**config.mk**
```make
export PLATFORM = sky130hd
export DESIGN_NAME = coin_match_countdown
export DESIGN_NICKNAME = d
export VERILOG_FILES = /design/src/sv/cmc_pkg.sv /design/src/sv/cmc_slot_mem.sv /design/src/sv/cmc_timer.sv /design/src/sv/cmc_seq.sv /design/src/sv/coin_match_countdown.sv
export SDC_FILE = /design/constraint.sdc
export NUM_CORES = 1
export LEC_CHECK = 0
export BUFFER_PORTS_ARGS = -buffer_cell sky130_fd_sc_hd__buf_2
export CAP_MARGIN = 20
export CELL_PAD_IN_SITES_DETAIL_PLACEMENT = 0
export CELL_PAD_IN_SITES_GLOBAL_PLACEMENT = 1
export CORE_MARGIN = 3
export CORE_UTILIZATION = 54
export DETAILED_ROUTE_END_ITERATION = 6
export GPL_TIMING_DRIVEN = 0
export PLACE_DENSITY_LB_ADDON = 0.1
export SLEW_MARGIN = 20
export SYNTH_ARGS = -nofsm -noshare
export SYNTH_HDL_FRONTEND = slang
export SYNTH_SLANG_ARGS = --single-unit
```
**constraint.sdc**
```tcl
create_clock -name i_clk -period 14 [get_ports i_clk]
set_input_delay 0 -clock i_clk [delete_from_list [all_inputs] [get_ports i_clk]]
set_output_delay 0 -clock i_clk [all_outputs]
set_load 0.03 [all_outputs]
```
**src/sv/cmc_pkg.sv**
```systemverilog
// Shared types and constants for the coin match countdown block.
// No dependencies; imported by every cmc_* module and the top level.
package cmc_pkg;

    localparam int SLOTS_DEF = 8;
    localparam int DIA_W     = 15;
    localparam int WEIGHT_W  = 8;
    localparam int MIN_W     = 12;
    localparam int SEC_W     = 6;
    localparam int TOL_RESET = 10;

    localparam logic [SEC_W-1:0] SEC_TOP = 6'd59;
    localparam logic [MIN_W-1:0] MIN_MAX = 12'd4095;

    localparam logic [1:0] OP_TICK  = 2'd0;
    localparam logic [1:0] OP_COIN  = 2'd1;
    localparam logic [1:0] OP_CAL   = 2'd2;
    localparam logic [1:0] OP_CLEAR = 2'd3;

    localparam logic [2:0] STAT_NONE     = 3'd0;
    localparam logic [2:0] STAT_ACCEPTED = 3'd1;
    localparam logic [2:0] STAT_INVALID  = 3'd2;
    localparam logic [2:0] STAT_SAVED    = 3'd3;
    localparam logic [2:0] STAT_CLEARED  = 3'd4;

    typedef enum logic [2:0] {
        ST_IDLE,
        ST_SCAN,
        ST_LOOKUP,
        ST_APPLY,
        ST_DONE
    } t_state;

    // diameter kept as mm*100+frac
    typedef struct packed {
        logic [DIA_W-1:0]    dia;
        logic [WEIGHT_W-1:0] weight;
    } t_slot_entry;

    typedef struct packed {
        logic tick;
        logic add;
    } t_tmr_cmd;

endpackage

```
**src/sv/cmc_slot_mem.sv**
```systemverilog
// Calibration table: one-write, one-read synchronous memory with registered read.
// Per-entry valid bits make unwritten entries read as zero. Uses cmc_pkg.
module cmc_slot_mem #(
    parameter int SLOTS = cmc_pkg::SLOTS_DEF,
    parameter int AW    = 3
) (
    input  logic                 i_clk,
    input  logic                 i_rst_n,
    input  logic                 i_wr_en,
    input  logic [AW-1:0]        i_wr_addr,
    input  cmc_pkg::t_slot_entry i_wr_data,
    input  logic                 i_rd_en,
    input  logic [AW-1:0]        i_rd_addr,
    output cmc_pkg::t_slot_entry o_rd_data
);
    import cmc_pkg::*;

    t_slot_entry             r_mem [SLOTS];
    logic        [SLOTS-1:0] r_vld;
    t_slot_entry             r_rd_data;

    always_ff @(posedge i_clk) begin
        if (i_wr_en) begin
            r_mem[i_wr_addr] <= i_wr_data;
        end
    end

    always_ff @(posedge i_clk) begin
        if (!i_rst_n) begin
            r_vld <= '0;
        end else if (i_wr_en) begin
            r_vld[i_wr_addr] <= 1'b1;
        end
    end

    always_ff @(posedge i_clk) begin
        if (i_rd_en) begin
            r_rd_data <= r_vld[i_rd_addr] ? r_mem[i_rd_addr] : '0;
        end
    end

    assign o_rd_data = r_rd_data;

endmodule

```
**src/sv/cmc_timer.sv**
```systemverilog
// Minutes:seconds countdown with saturating credit.
// Driven by a t_tmr_cmd from the sequencer. Uses cmc_pkg.
module cmc_timer #(
    parameter int CRW = 8
) (
    input  logic                      i_clk,
    input  logic                      i_rst_n,
    input  cmc_pkg::t_tmr_cmd         i_cmd,
    input  logic [CRW-1:0]            i_credit,
    output logic [cmc_pkg::MIN_W-1:0] o_minutes,
    output logic [cmc_pkg::SEC_W-1:0] o_seconds
);
    import cmc_pkg::*;

    logic [MIN_W-1:0] r_min, n_min;
    logic [SEC_W-1:0] r_sec, n_sec;
    logic [MIN_W:0]   sum;

    always_comb begin
        n_min = r_min;
        n_sec = r_sec;
        sum   = (MIN_W+1)'(r_min) + (MIN_W+1)'(i_credit);
        if (i_cmd.tick) begin
            if (r_sec != '0) begin
                n_sec = r_sec - 1'b1;
            end else if (r_min != '0) begin
                n_min = r_min - 1'b1;
                n_sec = SEC_TOP;
            end
        end else if (i_cmd.add) begin
            n_min = (sum > (MIN_W+1)'(MIN_MAX)) ? MIN_MAX : sum[MIN_W-1:0];
        end
    end

    always_ff @(posedge i_clk) begin
        if (!i_rst_n) begin
            r_min <= '0;
            r_sec <= '0;
        end else begin
            r_min <= n_min;
            r_sec <= n_sec;
        end
    end

    assign o_minutes = r_min;
    assign o_seconds = r_sec;

endmodule

```
**src/sv/cmc_seq.sv**
```systemverilog
// Sequencer: accepts items, walks the table one slot a cycle, drives memory
// writes and timer commands, holds the result register. Uses cmc_pkg.
module cmc_seq #(
    parameter int SLOTS = cmc_pkg::SLOTS_DEF,
    parameter int AW    = 3,
    parameter int CRW   = 8
) (
    input  logic                         i_clk,
    input  logic                         i_rst_n,
    input  logic                         i_cfg_we,
    input  logic [7:0]                   i_cfg_wdata,
    input  logic                         i_in_valid,
    output logic                         o_in_stall,
    input  logic [1:0]                   i_op,
    input  logic [7:0]                   i_diameter_mm,
    input  logic [6:0]                   i_diameter_frac,
    input  logic [cmc_pkg::WEIGHT_W-1:0] i_coin_weight,
    input  logic [2:0]                   i_slot,
    input  logic                         i_timing_valid,
    output logic                         o_mem_wr_en,
    output logic [AW-1:0]                o_mem_wr_addr,
    output cmc_pkg::t_slot_entry         o_mem_wr_data,
    output logic                         o_mem_rd_en,
    output logic [AW-1:0]                o_mem_rd_addr,
    input  cmc_pkg::t_slot_entry         i_mem_rd_data,
    output cmc_pkg::t_tmr_cmd            o_tmr_cmd,
    output logic [CRW-1:0]               o_credit,
    input  logic [cmc_pkg::MIN_W-1:0]    i_minutes,
    input  logic [cmc_pkg::SEC_W-1:0]    i_seconds,
    output logic                         o_out_valid,
    input  logic                         i_out_stall,
    output logic [2:0]                   o_status,
    output logic [7:0]                   o_minutes_added,
    output logic [cmc_pkg::MIN_W-1:0]    o_minutes_remaining,
    output logic [cmc_pkg::SEC_W-1:0]    o_seconds_remaining,
    output logic                         o_timer_active
);
    import cmc_pkg::*;

    localparam logic [AW-1:0] LAST = AW'(SLOTS - 1);

    t_state              r_state, n_state;
    logic [1:0]          r_op, n_op;
    logic [AW-1:0]       r_slot, n_slot;
    logic [DIA_W-1:0]    r_dia, n_dia;
    logic [WEIGHT_W-1:0] r_weight, n_weight;
    logic [AW-1:0]       r_idx, n_idx;
    logic [CRW-1:0]      r_inc, n_inc;
    logic [CRW-1:0]      r_credit, n_credit;
    logic                r_hit, n_hit;
    logic [2:0]          r_res, n_res;
    logic [7:0]          r_tol;

    logic                r_out_vld, n_out_vld;
    logic [2:0]          r_status;
    logic [7:0]          r_added;
    logic [MIN_W-1:0]    r_min_o;
    logic [SEC_W-1:0]    r_sec_o;
    logic                r_active;

    logic                accept;
    logic                slot_ok;
    logic                load_out;
    logic [DIA_W-1:0]    dia_gap;
    logic                match;

    assign accept  = i_in_valid && (r_state == ST_IDLE);
    assign slot_ok = int'(i_slot) < SLOTS;

    always_comb begin
        dia_gap = (r_dia >= i_mem_rd_data.dia) ? (r_dia - i_mem_rd_data.dia)
                                               : (i_mem_rd_data.dia - r_dia);
        match   = (dia_gap < DIA_W'(r_tol)) && (r_weight == i_mem_rd_data.weight);
    end

    always_comb begin
        n_state       = r_state;
        n_op          = r_op;
        n_slot        = r_slot;
        n_dia         = r_dia;
        n_weight      = r_weight;
        n_idx         = r_idx;
        n_inc         = r_inc;
        n_credit      = r_credit;
        n_hit         = r_hit;
        n_res         = r_res;
        o_mem_rd_en   = 1'b0;
        o_mem_rd_addr = '0;
        o_mem_wr_en   = 1'b0;
        o_mem_wr_addr = r_slot;
        o_mem_wr_data = '0;
        o_tmr_cmd     = '0;
        load_out      = 1'b0;
        case (r_state)
            ST_IDLE: begin
                if (accept) begin
                    n_op     = i_op;
                    n_slot   = AW'(i_slot);
                    n_dia    = DIA_W'(i_diameter_mm) * DIA_W'(100)
                               + DIA_W'(i_diameter_frac);
                    n_weight = i_coin_weight;
                    n_idx    = '0;
                    n_inc    = CRW'(1);
                    n_credit = '0;
                    n_hit    = 1'b0;
                    n_res    = STAT_NONE;
                    n_state  = ST_APPLY;
                    case (i_op)
                        OP_TICK: begin
                            n_res = STAT_NONE;
                        end
                        OP_COIN: begin
                            if (i_timing_valid) begin
                                o_mem_rd_en   = 1'b1;
                                o_mem_rd_addr = '0;
                                n_state       = ST_SCAN;
                            end else begin
                                n_res = STAT_INVALID;
                            end
                        end
                        OP_CAL: begin
                            if (slot_ok) begin
                                n_res = STAT_SAVED;
                            end
                        end
                        OP_CLEAR: begin
                            if (slot_ok) begin
                                o_mem_rd_en   = 1'b1;
                                o_mem_rd_addr = AW'(i_slot);
                                n_state       = ST_LOOKUP;
                            end
                        end
                        default: begin
                            n_res = STAT_NONE;
                        end
                    endcase
                end
            end
            ST_SCAN: begin
                if (match) begin
                    n_credit = CRW'(r_credit + r_inc);
                    n_hit    = 1'b1;
                end
                n_inc = CRW'(r_inc + CRW'(5));
                if (r_idx == LAST) begin
                    n_res   = n_hit ? STAT_ACCEPTED : STAT_INVALID;
                    n_state = ST_APPLY;
                end else begin
                    n_idx         = AW'(r_idx + 1'b1);
                    o_mem_rd_en   = 1'b1;
                    o_mem_rd_addr = AW'(r_idx + 1'b1);
                end
            end
            ST_LOOKUP: begin
                if (i_mem_rd_data != '0) begin
                    o_mem_wr_en = 1'b1;
                    n_res       = STAT_CLEARED;
                end
                n_state = ST_APPLY;
            end
            ST_APPLY: begin
                o_tmr_cmd.tick = (r_op == OP_TICK);
                o_tmr_cmd.add  = (r_op == OP_COIN) && (r_res == STAT_ACCEPTED);
                if ((r_op == OP_CAL) && (r_res == STAT_SAVED)) begin
                    o_mem_wr_en   = 1'b1;
                    o_mem_wr_data = '{dia: r_dia, weight: r_weight};
                end
                n_state = ST_DONE;
            end
            ST_DONE: begin
                if (!r_out_vld || !i_out_stall) begin
                    load_out = 1'b1;
                    n_state  = ST_IDLE;
                end
            end
            default: begin
                n_state = ST_IDLE;
            end
        endcase
        n_out_vld = load_out || (r_out_vld && i_out_stall);
    end

    always_ff @(posedge i_clk) begin
        if (!i_rst_n) begin
            r_state   <= ST_IDLE;
            r_out_vld <= 1'b0;
            r_tol     <= 8'(TOL_RESET);
            r_credit  <= '0;
            r_hit     <= 1'b0;
        end else begin
            r_state   <= n_state;
            r_out_vld <= n_out_vld;
            r_credit  <= n_credit;
            r_hit     <= n_hit;
            if (i_cfg_we) begin
                r_tol <= i_cfg_wdata;
            end
        end
    end

    always_ff @(posedge i_clk) begin
        r_op     <= n_op;
        r_slot   <= n_slot;
        r_dia    <= n_dia;
        r_weight <= n_weight;
        r_idx    <= n_idx;
        r_inc    <= n_inc;
        r_res    <= n_res;
        if (load_out) begin
            r_status <= r_res;
            r_added  <= (32'(r_credit) > 255) ? 8'hFF : 8'(r_credit);
            r_min_o  <= i_minutes;
            r_sec_o  <= i_seconds;
            r_active <= (i_minutes != '0) || (i_seconds != '0);
        end
    end

    assign o_in_stall          = (r_state != ST_IDLE);
    assign o_credit            = r_credit;
    assign o_out_valid         = r_out_vld;
    assign o_status            = r_status;
    assign o_minutes_added     = r_added;
    assign o_minutes_remaining = r_min_o;
    assign o_seconds_remaining = r_sec_o;
    assign o_timer_active      = r_active;

`ifndef SYNTHESIS
    a_out_load: assert property (@(posedge i_clk) disable iff (!i_rst_n)
        $rose(r_out_vld) |-> $past(r_state == ST_DONE))
        else $error("result loaded outside done state");

    a_credit_hit: assert property (@(posedge i_clk) disable iff (!i_rst_n)
        !r_hit |-> (r_credit == '0))
        else $error("credit without a matching slot");

    a_wr_state: assert property (@(posedge i_clk) disable iff (!i_rst_n)
        o_mem_wr_en |-> (r_state == ST_APPLY || r_state == ST_LOOKUP))
        else $error("table write outside apply or lookup");

    a_accept_busy: assert property (@(posedge i_clk) disable iff (!i_rst_n)
        accept |=> (r_state == ST_SCAN || r_state == ST_LOOKUP || r_state == ST_APPLY))
        else $error("accepted transfer not taken up");

    a_scan_next: assert property (@(posedge i_clk) disable iff (!i_rst_n)
        (r_state == ST_SCAN && r_idx != LAST) |=> (r_state == ST_SCAN && r_idx != '0))
        else $error("table scan cut short");
`endif

endmodule

```
**src/sv/coin_match_countdown.sv**
```systemverilog
// Top level of the coin match countdown block.
// Instantiates cmc_seq, cmc_slot_mem and cmc_timer; uses cmc_pkg.
//
// Coin acceptor with a SLOTS-entry calibration table and a minutes:seconds
// countdown. One item is processed at a time: a coin with drop timing passes
// scan (one table read per cycle through the single memory read port), apply
// and done; a clear of a slot inside the table passes lookup, apply and done;
// every other item apply and done. A finished result sits in an output register,
// so the next item is taken while it waits. The user must write the tolerance
// register only while no item is in flight; the block does not enforce it.
module coin_match_countdown #(
    parameter int SLOTS = cmc_pkg::SLOTS_DEF
) (
    input  logic                         i_clk,
    input  logic                         i_rst_n,
    input  logic                         i_cfg_we,
    input  logic [7:0]                   i_cfg_wdata,
    input  logic                         i_in_valid,
    output logic                         o_in_stall,
    input  logic [1:0]                   i_op,
    input  logic [7:0]                   i_diameter_mm,
    input  logic [6:0]                   i_diameter_frac,
    input  logic [cmc_pkg::WEIGHT_W-1:0] i_coin_weight,
    input  logic [2:0]                   i_slot,
    input  logic                         i_timing_valid,
    output logic                         o_out_valid,
    input  logic                         i_out_stall,
    output logic [2:0]                   o_status,
    output logic [7:0]                   o_minutes_added,
    output logic [cmc_pkg::MIN_W-1:0]    o_minutes_remaining,
    output logic [cmc_pkg::SEC_W-1:0]    o_seconds_remaining,
    output logic                         o_timer_active
);
    import cmc_pkg::*;

    localparam int AW         = (SLOTS > 1) ? $clog2(SLOTS) : 1;
    localparam int CREDIT_MAX = 5 * SLOTS * (SLOTS - 1) / 2 + SLOTS;
    localparam int CRW        = $clog2(CREDIT_MAX + 1);

    logic             mem_wr_en;
    logic [AW-1:0]    mem_wr_addr;
    t_slot_entry      mem_wr_data;
    logic             mem_rd_en;
    logic [AW-1:0]    mem_rd_addr;
    t_slot_entry      mem_rd_data;
    t_tmr_cmd         tmr_cmd;
    logic [CRW-1:0]   credit;
    logic [MIN_W-1:0] minutes;
    logic [SEC_W-1:0] seconds;

    cmc_seq #(
        .SLOTS (SLOTS),
        .AW    (AW),
        .CRW   (CRW)
    ) u_seq (
        .i_clk               (i_clk),
        .i_rst_n             (i_rst_n),
        .i_cfg_we            (i_cfg_we),
        .i_cfg_wdata         (i_cfg_wdata),
        .i_in_valid          (i_in_valid),
        .o_in_stall          (o_in_stall),
        .i_op                (i_op),
        .i_diameter_mm       (i_diameter_mm),
        .i_diameter_frac     (i_diameter_frac),
        .i_coin_weight       (i_coin_weight),
        .i_slot              (i_slot),
        .i_timing_valid      (i_timing_valid),
        .o_mem_wr_en         (mem_wr_en),
        .o_mem_wr_addr       (mem_wr_addr),
        .o_mem_wr_data       (mem_wr_data),
        .o_mem_rd_en         (mem_rd_en),
        .o_mem_rd_addr       (mem_rd_addr),
        .i_mem_rd_data       (mem_rd_data),
        .o_tmr_cmd           (tmr_cmd),
        .o_credit            (credit),
        .i_minutes           (minutes),
        .i_seconds           (seconds),
        .o_out_valid         (o_out_valid),
        .i_out_stall         (i_out_stall),
        .o_status            (o_status),
        .o_minutes_added     (o_minutes_added),
        .o_minutes_remaining (o_minutes_remaining),
        .o_seconds_remaining (o_seconds_remaining),
        .o_timer_active      (o_timer_active)
    );

    cmc_slot_mem #(
        .SLOTS (SLOTS),
        .AW    (AW)
    ) u_mem (
        .i_clk     (i_clk),
        .i_rst_n   (i_rst_n),
        .i_wr_en   (mem_wr_en),
        .i_wr_addr (mem_wr_addr),
        .i_wr_data (mem_wr_data),
        .i_rd_en   (mem_rd_en),
        .i_rd_addr (mem_rd_addr),
        .o_rd_data (mem_rd_data)
    );

    cmc_timer #(
        .CRW (CRW)
    ) u_timer (
        .i_clk     (i_clk),
        .i_rst_n   (i_rst_n),
        .i_cmd     (tmr_cmd),
        .i_credit  (credit),
        .o_minutes (minutes),
        .o_seconds (seconds)
    );

endmodule
```
* Yosys cells after proc, flatten, opt, wreduce, memory -nomap -nowiden *
Memory sizes are Yosys's and may differ from the RTL's. A register that Yosys moved wholly into a read port is not among the register bits.
Index checks and enable logic that the tools add are counted.

cells by class
  bitwise logic cells = 1
  equality and inequality tests = 21
  add/sub/neg operators = 9
  $mul = 1
  muxes and demuxes = 56
  reductions and logical operators = 30
  order comparisons = 6

operators by type and width
  cell                                                                     number
  12-bit 2-to-1 mux                                                        5
  23-bit 2-to-1 mux                                                        2
  3-bit 2-to-1 mux                                                         11
  8-bit one-hot mux with 2 select lines                                    2
  15-bit subtractor                                                        2
  8-bit 2-to-1 mux                                                         3
  3-bit one-hot mux with 2 select lines                                    4
  23-bit nonzero test                                                      1
  15-bit by 7-bit adder with 15-bit output                                 1
  15-bit greater-or-equal comparator                                       1
  15-bit by 8-bit less-than comparator with 1-bit output                   1
  15-bit 2-to-1 mux                                                        1
  3-bit one-hot mux with 5 select lines                                    1
  1-bit 2-to-1 mux                                                         14
  12-bit by 8-bit adder with 13-bit output                                 1
  13-bit by 12-bit > comparator with 1-bit output, second input constant   1
  8-bit by 5-bit multiplier with 13-bit output, second input constant      1
  6-bit 2-to-1 mux                                                         2
  2-bit by 1-bit inequality test with 1-bit output, second input constant  6
  3-bit AND reduction                                                      4
  12-bit nonzero test                                                      1
  12-bit by 1-bit subtractor with 12-bit output, second input constant     1
  3-bit by 2-bit equality test with 1-bit output, second input constant    3
  3-bit one-hot mux with 3 select lines                                    1
  other kinds (27)                                                         54

word-level totals
  bits in writable memories = 184
  bits in registers = 119
  bits of input ports = 42
  output and inout bits = 32
  word-level logic and storage cells = 145
  memories kept = 1

memories
  name         depth  width  read ports  clocked after memory_dff  wr ports  line                text
  u_mem.r_mem  8      23     1           1                         1         cmc_slot_mem.sv:18  t_slot_entry r_mem [SLOTS];

* Logic depth before layout (Yosys ltp) *
Gate-level depths: netlist (run 1).

  depth after elaboration = 9
  mapped depth = 22
  gate-level depth less buffers = 19

* Modules after synthesis *
A second synthesis (run 1) with hierarchy kept.

second synthesis, totals
  cells, all modules = 1226
  area total of the unflattened synthesis = 16433.3 sq um

modules (own cells, without submodules)
  module        times used  cells an instance  sequential area each (sq um)  area each (sq um)
  cmc_slot_mem  1           347                6376.1                        8186.6
  cmc_seq       1           680                2582.5                        6708.9
  cmc_timer     1           199                360.3                         1537.7

* Worst setup path before layout (run 1) *
Ideal clock, no wire load.

  path kind = register to register
  start = register u_mem.o_rd_data[9] (netlist name)
  end = register u_seq.r_credit[4] (netlist: u_seq.o_credit[4])
  arrival = 4.356 ns
  path slack = 9.529 ns
  library setup time = 0.115 ns
  stages on the path, launching flop included = 21
  clock period less this slack = 4.471 ns
  cells stage by stage = edfxtp_1 inv_1 ha_1 nand2b_1 a211o_1 o21a_2 o311ai_4 buf_8 clkbuf_1 o21ai_0 xnor2_1 ha_1 nand3_1 nand4_1 nor4_1 nor3b_2 o221ai_1 or4_4 buf_6 and3_4 o21a_1

between the ends
  cells in the longest elaborated chain, start to end = 6

ends and longest elaborated chain
  what                                                                 line            text
  15-bit subtractor, or another cell as far along                      cmc_seq.sv:72   : (i_mem_rd_data.dia - r_dia);
  15-bit 2-to-1 mux *                                                  cmc_seq.sv:71   dia_gap = (r_dia >= i_mem_rd_data.dia) ? (r_dia - i_mem_rd_data.dia)
  15-bit by 8-bit less-than comparator with 1-bit output *             cmc_seq.sv:73   match = (dia_gap < DIA_W'(r_tol)) && (r_weight == i_mem_rd_data.weight);
  1-bit logical AND *                                                  cmc_seq.sv:73
  2-bit by 1-bit inequality test with 1-bit output (no source line) *  --
  3-bit AND reduction (no source line) *                               --
  end signal: assignment                                               cmc_seq.sv:193  r_credit <= n_credit;
  end: declaration                                                     cmc_seq.sv:49   logic [CRW-1:0] r_credit, n_credit;

Every way passes the cells marked *; elsewhere a longest branch is shown, timed or not.
A chain may end at the register's enable or synchronous reset.

* Final worst setup path (run 1) *
  start = register u_mem.o_rd_data[21] (netlist name)
  end = register u_seq.r_res[1] (data pin)

between the ends
  cells in the longest elaborated chain, start to end = 9

ends and longest elaborated chain
  what                                                      line            text
  15-bit subtractor, or another cell as far along           cmc_seq.sv:72
  15-bit 2-to-1 mux *                                       cmc_seq.sv:71
  15-bit by 8-bit less-than comparator with 1-bit output *  cmc_seq.sv:73
  1-bit logical AND *                                       cmc_seq.sv:73
  1-bit 2-to-1 mux *                                        cmc_seq.sv:140  if (match) begin
  1-bit 2-to-1 mux *                                        cmc_seq.sv:94   case (r_state)
  2-bit 2-to-1 mux *                                        cmc_seq.sv:146  n_res = n_hit ? STAT_ACCEPTED : STAT_INVALID;
  3-bit 2-to-1 mux *                                        cmc_seq.sv:145  if (r_idx == LAST) begin
  3-bit one-hot mux with 3 select lines *                   cmc_seq.sv:94
  net u_seq.n_res[1]                                        cmc_seq.sv:51   logic [2:0] r_res, n_res;
  end signal: assignment                                    cmc_seq.sv:208  r_res <= n_res;
  end: declaration                                          cmc_seq.sv:51

The timed path passes the listed nets; every way through them passes the cells marked *. The select of a mux whose other input is x is not followed.

==> results of run 1 <==
[worst reg2reg max path, delay by kind of cell (launching register included)]
kind / cells / cell delay (ns)
AND/OR/NAND/NOR: 8 / 2.73
XOR/XNOR: 1 / 0.17
flip-flops: 1 / 0.54
AO/OA/AOI/OAI: 5 / 0.93
adder cells (fa/ha/maj): 2 / 0.60
buffers and inverters: 4 / 0.79
[power groups by stage]
stage	clock network, mW	logic, mW	registers (mW)
floorplan	0	0.468	1.16
global placement	0	0.629	1.17
detailed placement	0	0.650	1.17
CTS	0.917	0.663	1.15
global route	0.958	0.742	1.15
finish	0.908	0.666	1.15
[sequential cells by signal (all words and copies together), names as in the netlist, 12 cells and up]
signal	cells
u_mem.r_mem	184
u_mem.o_rd_data	23
u_timer.o_minutes	12
u_seq.o_minutes_remaining	12
u_seq.r_dia	15
[metal layers]
metal  up-vias  global-route usage  wire, um
met3        67             0.03452      2777
met4         0             0.06057       825
met1      5743              0.3522     17750
met5         -                   0         0
li1       5667                   -         -
met2       394              0.4116     18850
[kinds of logic after synthesis]
family | after synthesis | synth area share
buf+inv | 153 | 0.03849
simple gates | 564 | 0.1602
mux | 12 | 0.007420
flops | 326 | 0.5756
compound gates | 253 | 0.1027
fa+ha+maj | 102 | 0.08254
xor+xnor | 61 | 0.03300
[cell usage in the layout (no fill, tap or decap), types with 14 or more instances in the layout]
master / instances
dlygate4sd3_1: 36
xor2_1: 25
a21oi_1: 75
and3_1: 32
nor3_1: 14
clkbuf_16: 38
nand4_1: 14
inv_1: 78
clkbuf_1: 58
xnor2_1: 36
edfxtp_1: 279
a21o_1: 18
a31oi_1: 27
nand2_1: 246
nand3_1: 78
dfxtp_1: 47
o21ai_0: 40
buf_2: 79
ha_1: 94
nor2_1: 100
buf_4: 16
a311oi_1: 26
[timing repair]
| action | CTS | global route |
|---|---|---|
| endpoints found under the hold margin | 43 | 0 |
| hold buffers | 36 | 0 |
| resized for setup | 0 | 0 |
[layout make-up]
class,count,share of cell area
timing repair buffer,127,0.04919
multi-input combinational,992,0.3383
clock inverter,15,0.005702
sequential,326,0.4938
clock buffer,51,0.05457
inverter,80,0.01591
buffer,73,0.01711
tap,384,0.02546
[per-stage QoR]
step | hold WS, ns | cells
2_1_floorplan | 0.09887 | 1471
3_3_place_gp | 0.1763 | 1927
3_5_place_dp | 0.1786 | 1946
4_1_cts | 0.002105 | 2048
5_1_grt | 0.03742 | 2048
6_report | 0.009539 | 2048
[how the worst max path moves through the flow]
stage / end / slack [ns] / cells past startpoint
6_report: u_seq.r_res[1] / 8.01 / 20
5_1_grt: u_seq.r_res[1] / 7.65 / 20
4_1_cts: u_seq.r_res[1] / 7.99 / 20
3_5_place_dp: u_seq.r_res[1] / 8.01 / 20
3_3_place_gp: u_mem.r_mem[3][21] / 6.66 / 8
2_1_floorplan: u_seq.o_credit[4] / 9.53 / 20
==> run metrics, run 1 <==
Max Cap Viol=0; switching part of the total=0.3052; CP Capture Type=register; CP delay by family, top=simple AND/OR/NAND/NOR gates; Worst R2R Path Depth=20; pin count of the biggest net entering global routing=29; Die X=179.1 um; fin crit share=0.4275; CP cell instances=inv_1, ha_1, buf_4, nand4_1, or4_4, o211a_4, o311ai_4, buf_8, clkbuf_1, o21ai_0, xnor2_1, ha_1, nand3_1, nand4_1, nor4_1, nor3b_2, o221ai_1, nor3_1, nor2_1, a22o_1; First DRT Iteration DRCs=1136; CP Buf/Inv Count=4; Rel. slew slack=0.2721; hold endpoint=u_seq.r_tol[1]; WP data arrival=6.26 ns; Peak supply drop=0.08245 mV; Setup Total Neg Slack=0 ns; worst hold start=i_cfg_we; RSZ-0062 raised after global routing=false; Net Switching=0.8318 mW; Tightest Pin Transition=1.082 ns; Tot Pwr=2.725 mW; final wirelength=40200 um; Async SR Flop Fraction=0; Slowest-stage cell, CP=nor3_1; first-pass GRT wire length=62020 um; Reg power frac=0.422; R2R Path Start=u_mem.o_rd_data[21]; Worst-Skew Late Latency=0.53 ns; power per standard cell area=144.4 mW/mm2; # IOs=74; synth unique cells=66; Final min period=5.985 ns; Via density=5.796; Routed Antenna Nets=0; number of fill cells=2260; final setup violation count=0; Final nets=1780; Mapped Cells=1471; Post-CTS Setup Inserts=0; chip height=179.1 um; # H-tree levels=2; clk sink count=326; CTS root buf=clkbuf_16; Cell Area, Synth=0.01619 mm2; post-synthesis sequential area ratio=0.5756; vias in the first global route=11460; GPL Wtd Cong=0.8861; Worst Hold Class=primary input to register; DP Worst Slack=8.011 ns; final core occ=0.6487; maximum fanout along the worst path=10; CTS tree=built; Yosys warnings=0; crit-path max cell delay=0.72 ns; worst hold stages=2; clk slew on worst S/H paths=0.06 ns; LEAKAGE=7.252 nW; row cnt=62; sequential cell area=0.009319 mm2; dpl cell area=0.01734 mm2; ant diodes=0; Post-synth EDFFs=279; layout cell share with drive strength beyond 1=0.1136; max frequency=0.1671 GHz; crit path from=u_mem.o_rd_data[21]; final instance area=0.01887 mm2; r2r endpoint=u_seq.r_res[1]; Yosys top cell by area=edfxtp_1; Setup WS post-layout=8.015 ns; status=completed; fin. max-slew vios=0; CTS buffer count=36; I/O Buffers=72; initial antenna violation count=1; Gate power share=0.245; top-count cell post-synth=edfxtp_1; GRT overflow=0; Worst Skew=0.03129 ns; syn_nets=1615; Main synth FF type=edfxtp_1; vias=11870; WL/cell=19.63 um; clock network power share=0.333; Mapped Avg Cell Area=11.01 um2; gr usage total=0.2494; DRC errors left=0; full die area=0.03209 mm2; P&R area growth vs syn=16.57%; Crit Path Category=register to register; Core Box Area=0.02909 mm2; Initial Utilization=0.5565; R2R Setup Slk=8.01 ns; CP startpoint kind=register; final count of hold timing violations=0; Pint=1.893 mW; Post-DP HPWL=28570 um; area occupied by multi-input gates=0.006384 mm2; Longest Clk Path Bufs=3; post-synth top area share=0.5175; Worst EP required=14.28 ns; top cells by area, synth=edfxtp_1 52%, ha_1 7.3%, dfxtp_1 5.8%, nand2_1 5.7%, nand3_1 2.4%; drt pass-1 iters=6; most frequent cells after synthesis=279 x edfxtp_1, 246 x nand2_1, 101 x nor2_1, 94 x ha_1, 79 x inv_1; Yosys reg bits=326
No activity file was read; power rests on OpenSTA's default activity.
==> run 2, diff against run 1 <==
- ABC_AREA: default -> 1
- CORE_UTILIZATION: 54 -> 49
- clock period: 14 -> 5.7 ns (I/O delays scaled with it)
==> run 2 against run 1 <==
  * Synthesized cell count rose by 20%
  * Final area grew 4.0%
  * Register-to-register slack worse by 6.5 ns
  * First-iteration DRC count shrank 33%
  * Critical path type unchanged
  * Via count is 5.7% higher
==> run metrics, run 2 <==
clk sink count=326 (unchanged); met2 WL=20360 um (+8.0%); CTS root buf=clkbuf_16; status=completed; largest family of logic cells by synthesized area=simple AND/OR/NAND/NOR gates; Adder-Cell Fraction of Synth Area=0.07866 (-0.003879); RSZ-0062 raised after global routing=false; Worst R2R Path Depth=27 (+35%); fin. max-slew vios=0 (unchanged); worst hold stages=3 (+1); max frequency=0.2365 GHz (+42%); final count of hold timing violations=0 (unchanged); CP Buf/Inv Count=4 (unchanged); row cnt=67 (+8.1%); Mapped Avg Cell Area=9.630 um2 (-12%); First DRT Iteration DRCs=764 (-33%); WL/cell=17.90 um (-8.8%); layout cell share with drive strength beyond 1=0.1148 (+0.001248); Final min period=4.229 ns (-1.756 ns); Inst Count DP=2286 (+17%); r2r endpoint=u_seq.o_credit[4]; Yosys top cell by area=edfxtp_1; Post-DP HPWL=30360 um (+6.3%); WP data arrival=4.66 ns (-1.60 ns); R2R Path Start=u_mem.o_rd_data[17]; Worst EP required=6.13 ns (-8.15 ns); crit-path max cell delay=0.47 ns (-0.25 ns); Worst Hold Class=primary input to register; ant diodes=0 (unchanged); Yosys warnings=0 (unchanged); area occupied by multi-input gates=0.006461 mm2 (+1.2%); final wirelength=42790 um (+6.4%); CTS buffer count=37 (+2.8%); Hold Worst Slack=0.01587 ns (+0.006332 ns); final core occ=0.5796 (-0.06915); Async SR Flop Fraction=0 (unchanged); Top Layer Used=met4; drt pass-1 iters=5 (-1); CP startpoint kind=register; simple-gate share of the synthesized area=0.1880 (+0.02775); Core Box Area=0.03387 mm2 (+16%); Via density=5.250 (-9.4%); Max Cap Viol=0 (unchanged); initial antenna violation count=0 (-1); Main synth FF type=edfxtp_1; CP Capture Type=register; GPL Wtd Cong=0.8987 (+1.4%); cts repair resizes=0 (unchanged); top-count cell post-synth=nand2_1; GRT overflow=0 (unchanged); commonest non-fill, non-tap cell in the layout=nand2_1; chip height=192.2 um (+7.3%); Post-synth EDFFs=279 (unchanged); Crit Path Category=register to register; Synth Area in Compound Gates=0.08883 (-0.01389); first-pass GRT wire length=66860 um (+7.8%); number of fill cells=2956 (+31%); vias in the first global route=12170 (+6.2%); LEAKAGE=8.377 nW (+16%); Tightest Pin Transition=0.8100 ns (-0.2719 ns); Worst-Skew Late Latency=0.54 ns (about the same); post-synthesis sequential area ratio=0.5486 (-0.02705); synth unique cells=50 (-24%); maximum fanout along the worst path=10 (unchanged); hold endpoint=u_seq.r_dia[4]; power per standard cell area=496.5 mW/mm2 (+240%); Longest Clk Path Bufs=3 (unchanged); I/O Buffers=73 (+1.4%); XOR/XNOR Fraction of Synth Area=0.02320 (-0.009800); syn_nets=1908 (+18%); Setup Total Neg Slack=0 ns (unchanged); Finished Layout Cells=2390 (+17%); Critical Path Stages=27 (+35%); pin count of the biggest net entering global routing=34 (+17%); P&R area growth vs syn=15.55%; Yosys reg bits=326 (unchanged); Cell Area, Synth=0.01699 mm2 (+4.9%); post-synth top area share=0.4932 (-0.02432); fin crit share=0.7419 (+0.3144); Initial Utilization=0.5016 (-0.05493); most frequent cells after synthesis=331 x nand2_1, 279 x edfxtp_1, 247 x inv_1, 237 x nor2_1, 94 x ha_1; top cells by area, synth=edfxtp_1 49%, nand2_1 7.3%, ha_1 6.9%, dfxtp_1 5.5%, inv_1 5.5%; full die area=0.03694 mm2 (+15%); Rel. slew slack=0.4587 (+0.1866); clk slew on worst S/H paths=0.06 ns (about the same); Die X=192.2 um (+7.3%); sequential cell area=0.009319 mm2 (unchanged); # IOs=74 (unchanged); gr usage total=0.2347 (-0.01473); Peak supply drop=0.2587 mV (+210%); # H-tree levels=2 (unchanged); register with the most flip-flops=u_mem.r_mem; cts hold-fix bufs=36 (unchanged); number of flip-flops in the largest register=184 (unchanged); multiplexer area fraction after synthesis=0.0005892 (-0.006830); Final nets=2058 (+16%); Mapped Cells=1764 (+20%); M1 WL=19170 um (+8.0%); final setup violation count=0 (unchanged); vias=12550 (+5.7%); most frequent cells in the layout=331 x nand2_1, 279 x edfxtp_1, 239 x inv_1, 236 x nor2_1, 94 x ha_1; Setup WS post-layout=1.471 ns (-6.544 ns); Routed Antenna Nets=0 (unchanged); Worst Skew=0.02512 ns (-0.006176 ns); Post-CTS Setup Inserts=0 (unchanged); DRC errors left=0 (unchanged); DP Worst Slack=1.465 ns (-6.546 ns); worst hold start=i_diameter_frac[4]; R2R Setup Slk=1.47 ns (-6.54 ns); CTS tree=built; routed wl met3=2184 um (-21%); Slowest-stage cell, CP=ha_1; CP delay by family, top=simple AND/OR/NAND/NOR gates
==> run 2: cell types whose count changed in the layout (fill, tap and decap cells not counted), sizes merged, moves of 13 or more <==
cell,before,now
a31oi,27,2
and3,34,0
o211ai,7,27
nor2,101,247
o31ai,5,18
a311oi,26,0
nand2,246,343
inv,81,254
clkbuf,99,71
a21o,18,1
nor4,22,4
xnor2,36,14
or2,0,25
==> run 2: cell type report <==
| type | instances | area share |
|---|---|---|
| Buffer | 53 | 0.01402 |
| Clock buffer | 47 | 0.05017 |
| Clock inverter | 20 | 0.01511 |
| Inverter | 253 | 0.04844 |
| Multi-Input combinational cell | 1132 | 0.3292 |
| Sequential cell | 326 | 0.4748 |
| Tap cell | 448 | 0.02856 |
| Timing Repair Buffer | 111 | 0.03978 |
==> run 2: routing by layer <==
| metal | vias up | GRT usage |
|---|---|---|
| li1 | 6230 | - |
| met1 | 5910 | 0.3178 |
| met2 | 336 | 0.4015 |
| met3 | 71 | 0.02738 |
| met4 | 0 | 0.06304 |
| met5 | - | 0 |
==> run 2: how the worst max path moves through the flow <==
stage / endpoint / slack (ns) / start
after floorplan: u_mem.o_rd_data[0] / 2.06 / u_seq.r_state[2]
after global placement: u_mem.o_rd_data[0] / 0.45 / u_seq.r_state[2]
after detailed placement: u_seq.o_credit[6] / 1.46 / u_seq.r_dia[2]
after CTS: u_seq.o_credit[6] / 1.45 / u_mem.o_rd_data[17]
after global routing: u_seq.o_credit[4] / 1.08 / u_mem.o_rd_data[17]
final: u_seq.o_credit[4] / 1.47 / u_mem.o_rd_data[17]
==> run 2: per-stage QoR <==
| step | instance area, um2 | power [mW] |
|---|---|---|
| 6_report | 19630 | 9.747 |
| 5_1_grt | 19630 | 10.45 |
| 4_1_cts | 19600 | 9.785 |
| 3_5_place_dp | 17960 | 7.266 |
| 3_3_place_gp | 17910 | 7.195 |
| 2_1_floorplan | 16990 | 6.052 |
==> run 2: where the power goes <==
group | internal (mW) | leakage (nW) | switching [mW]
sequential | 3.01 | 2.82 | 0.220
clock | 1.51 | 0.619 | 0.965
combinational | 1.36 | 4.93 | 2.67
total | 5.89 | 8.38 | 3.86
==> run 2: tightest hold or removal path, delay by kind of cell <==
kind	cells	cell delay, ns
fa+ha+maj	1	0.19
buf+inv	1	0.08
xor+xnor	1	0.15
==> run 2: kinds of logic (layout without fill, tap and decap cells) <==
family / Yosys count / after routing
mux: 1 / 1
compound gates: 237 / 237
flops: 326 / 326
simple gates: 747 / 747
buf+inv: 306 / 484
fa+ha+maj: 102 / 102
xor+xnor: 45 / 45
